### src/rtl/aabb_pkg.sv
`timescale 1ns / 1ps
// ----------------------------------------------------------------------------
// aabb_pkg
// Shared widths, command codes, box type and sequencer states of the
// box table overlap scanner.
// ----------------------------------------------------------------------------
package aabb_pkg;

    localparam int POS_W     = 24;           // signed Q15.8 position
    localparam int SIZE_W    = 15;           // size in whole units
    localparam int FRAC_W    = 8;            // fraction bits of a position
    localparam int SUM_W     = POS_W + 2;    // exact edge sum width
    localparam int CMD_W     = 2;
    localparam int OUT_IDX_W = 6;            // width of skip_index and hit_index

    localparam int DEF_MAX_BOXES = 64;

    typedef enum logic [CMD_W-1:0] {
        CMD_APPEND = 2'd0,
        CMD_CLEAR  = 2'd1,
        CMD_QUERY  = 2'd2
    } t_cmd;

    typedef enum logic [1:0] {
        ST_IDLE,
        ST_SCAN,
        ST_DONE
    } t_state;

    typedef struct packed {
        logic signed [POS_W-1:0]  x;
        logic signed [POS_W-1:0]  y;
        logic        [SIZE_W-1:0] w;
        logic        [SIZE_W-1:0] h;
    } t_box;

endpackage

### src/rtl/aabb_cmp.sv
`timescale 1ns / 1ps
// ----------------------------------------------------------------------------
// aabb_cmp
// Shared overlap unit: strict overlap of two boxes on both axes.
// ----------------------------------------------------------------------------
module aabb_cmp (
    input  aabb_pkg::t_box  i_a,
    input  aabb_pkg::t_box  i_b,
    output logic            o_overlap
);
    import aabb_pkg::*;

    logic signed [SUM_W-1:0] ax, ay, bx, by;
    logic signed [SUM_W-1:0] aw, ah, bw, bh;

    // sizes go to Q15.8 by appending the fraction bits
    assign ax = SUM_W'(i_a.x);
    assign ay = SUM_W'(i_a.y);
    assign bx = SUM_W'(i_b.x);
    assign by = SUM_W'(i_b.y);
    assign aw = signed'({{(SUM_W-SIZE_W-FRAC_W){1'b0}}, i_a.w, {FRAC_W{1'b0}}});
    assign ah = signed'({{(SUM_W-SIZE_W-FRAC_W){1'b0}}, i_a.h, {FRAC_W{1'b0}}});
    assign bw = signed'({{(SUM_W-SIZE_W-FRAC_W){1'b0}}, i_b.w, {FRAC_W{1'b0}}});
    assign bh = signed'({{(SUM_W-SIZE_W-FRAC_W){1'b0}}, i_b.h, {FRAC_W{1'b0}}});

    assign o_overlap = (ax < bx + bw) && (ay < by + bh) &&
                       (ax + aw > bx) && (ay + ah > by);

endmodule

### config.mk
export PLATFORM = sky130hd
export DESIGN_NAME = aabb_cmp
export DESIGN_NICKNAME = d
export VERILOG_FILES = /design/src/rtl/aabb_pkg.sv /design/src/rtl/aabb_cmp.sv
export SDC_FILE = /design/constraint.sdc
export NUM_CORES = 1
export LEC_CHECK = 0
export BUFFER_PORTS_ARGS = -buffer_cell sky130_fd_sc_hd__buf_2
export CORE_MARGIN = 2
export CORE_UTILIZATION = 54
export DETAILED_ROUTE_END_ITERATION = 16
export GPL_TIMING_DRIVEN = 1
export PLACE_DENSITY = 0.85
export SLEW_MARGIN = 0
export SYNTH_ARGS = -nofsm -noshare
export SYNTH_HDL_FRONTEND = slang
export SYNTH_SLANG_ARGS = --single-unit
### constraint.sdc
create_clock -name vclk -period 4.31
set_input_delay 0.2155 -clock vclk [all_inputs]
set_output_delay 0.2155 -clock vclk [all_outputs]
set_load 0.05 [all_outputs]
==> flow_summary.json <==
{
  "crit_arrival_ns": 3.99,
  "power_w": 0.000915,
  "multi_input_area_mm2": 0.00451,
  "dr_wl_met3_um": 754,
  "grt_pass1_wl_mm": 22.1,
  "start_util_pct": 54.7,
  "ant_nets": 0,
  "coreArea_mm2": 0.00859,
  "netlist_instances": 626,
  "gp_congestion": 0.955,
  "antenna_cells": 0,
  "clock.fmax_mhz": 238,
  "antenna_found_initial": 2,
  "first_pass_iters": 4,
  "fin_crit_sh_pct": 97.6,
  "drt-vias-per-instance": 5.83,
  "drt_iter0_drc": 153,
  "fp.dieH_um": 97.3,
  "finalWorstSetupSlack_ns": 0.104,
  "clock_power_share_pct": 0,
  "place_area_mm2": 0.00563,
  "synth_compound_area_share_pct": 27.1,
  "nClkBuffers": 0,
  "p_switching_w": 0.000486,
  "drc": 0,
  "crit_required_ns": 4.09,
  "synthXorXnorAreaFrac_pct": 8.75,
  "dieArea_mm2": 0.00947,
  "hp-class": "in -> out",
  "post-place-ws_ns": -0.0695,
  "die_width_um": 97.3,
  "slew_headroom_pct": 68.0,
  "nets": 1092,
  "p_int_w": 0.000430,
  "pwr_density_cell_mw_per_mm2": 159,
  "power_frac_comb_pct": 100.0,
  "dr_total_vias": 5208,
  "endpoint_kind": "output port",
  "grt_overflow_total": 0,
  "ios": 157,
  "routed.top_layer": "met5",
  "yosysWarnings": 0,
  "setup_viol_count_final": 0,
  "fin_crit_ns": 4.21,
  "maxCapViolations": 0,
  "hpwl_mm": 11.8,
  "synth_nets": 930,
  "p_seq_share_pct": 0,
  "muxShareOfSynthArea_pct": 0,
  "synth-simple-area-share_pct": 18.2,
  "synthAdderAreaFrac_pct": 40.0,
  "rows": 34,
  "seq_area_um2": 0,
  "area_growth_pct": 22.2,
  "drive_gt1_share_pct": 25.1,
  "worst_pin_slew_ns": 0.477,
  "met1_length_mm": 5.51,
  "worstPathMaxFanout": 3,
  "io_buffers": 157,
  "synth_area_mm2": 0.00470,
  "leakage_nw": 3.22,
  "wl_met2_mm": 6.67,
  "nFlopsAndLatches": 0,
  "wl_per_cell_um": 14.8,
  "finalHoldViolCount": 0,
  "num-fill-cells": 744,
  "grt_pass1_vias": 5293,
  "cp-start-kind": "input pin",
  "cts_hold_buf": 0,
  "wl_mm": 13.2,
  "sw_frac_of_total_pct": 53.1,
  "ys_types": 56,
  "synth_top_family_by_area": "adder cells",
  "run_status": "completed",
  "ir_drop_mv": 0.0825,
  "drv_slew": 0,
  "ys_seq_area_share_pct": 0,
  "critPathKind": "in -> out",
  "grt_start_max_net_pins": 7,
  "final_area_mm2": 0.00575,
  "final_util_pct": 66.9,
  "syn-mean-instance-area_um2": 7.51,
  "grt_usage_pct": 26.7
}
==> metrics by stage <==
stage | hold WS (ns) | TNS (ns) | cells
6_report | 1.17 | 0 | 894
2_1_floorplan | 0.837 | 0 | 626
5_1_grt | 1.20 | -0.0306 | 894
4_1_cts | 1.16 | 0 | 891
3_3_place_gp | 1.13 | 0 | 891
3_5_place_dp | 1.18 | -0.0695 | 891
==> layout make-up <==
cell class / count / area share [%]
Multi-Input combinational cell: 552 / 78.5
Timing Repair Buffer: 160 / 14.2
Inverter: 74 / 4.88
Tap cell: 108 / 2.35
==> synth_stat cells (7+ instances only) <==
library cell	count	area [um2]
nor2b_1	7	43.8
a211oi_1	7	52.6
a211o_1	7	61.3
nor2_1	35	131
nand2_1	31	116
nand3_1	21	105
a21o_1	30	225
o21ai_1	16	80.1
ha_1	144	1800
xor2_1	23	201
nand4_1	13	81.3
o21a_1	9	67.6
inv_1	74	278
xnor2_1	24	210
nand2b_1	11	68.8
nor3_1	18	90.1
a21oi_1	59	295
or2_2	7	43.8
o21ai_0	20	100
==> metal layers <==
metal / vias to the layer above / GRT usage, %
li1: 2635 / -
met1: 2371 / 31.9
met2: 174 / 52.4
met3: 26 / 1.87
met4: 2 / 4.59
met5: - / 0
==> path summary, 6_finish.rpt <==
kind                     to  slack (ns)  startpoint  cells past startpoint
setup / recovery  o_overlap        0.10     i_b[15]                     22
hold / removal    o_overlap        1.17     i_a[77]                      5
==> cells by family after synthesis <==
logic type / count (synthesis)
AO/OA/AOI/OAI: 190
AND/OR/NAND/NOR: 167
adder cells (fa/ha/maj): 148
buffers and inverters: 74
XOR/XNOR: 47
==> power by group through the flow <==
stage	Sequential [W]	Combinational (W)	Clock (W)
2_1_floorplan	0	0.000633	0
3_3_place_gp	0	0.000835	0
3_5_place_dp	0	0.000876	0
4_1_cts	0	0.000886	0
5_1_grt	0	0.00103	0
6_report	0	0.000915	0
==> cell usage in the layout (no fill, tap or decap), drive strengths merged, types with 23 or more instances in the layout <==
cell type,n
o21ai,37
a21oi,61
buf,160
ha,144
nor2,35
nand2,31
a21o,30
inv,74
xnor2,24
xor2,23
==> worst max-delay path, stage by stage <==
cell and delay (ns):
buf_2 0.11, ha_4 0.17, inv_4 0.05, fa_2 0.21, nor2b_1 0.05, o21a_1 0.21
o21ai_4 0.21, a211oi_2 0.10, o311a_1 0.32, o21a_1 0.23, o21ai_2 0.19, o31ai_2 0.09
ha_1 0.31, a21o_1 0.16, a21o_1 0.16, a21oi_1 0.12, o21ai_1 0.08, a21oi_1 0.16
o31ai_2 0.11, xnor2_1 0.16, nor4_2 0.32, buf_4 0.25
==> repair_timing <==
item	4_1_cts	5_1_grt
gates resized for setup	2	21
endpoints found under the setup margin	1	1
pin swaps	0	16
setup buffers	0	3
(Power assumes the default switching activity.)
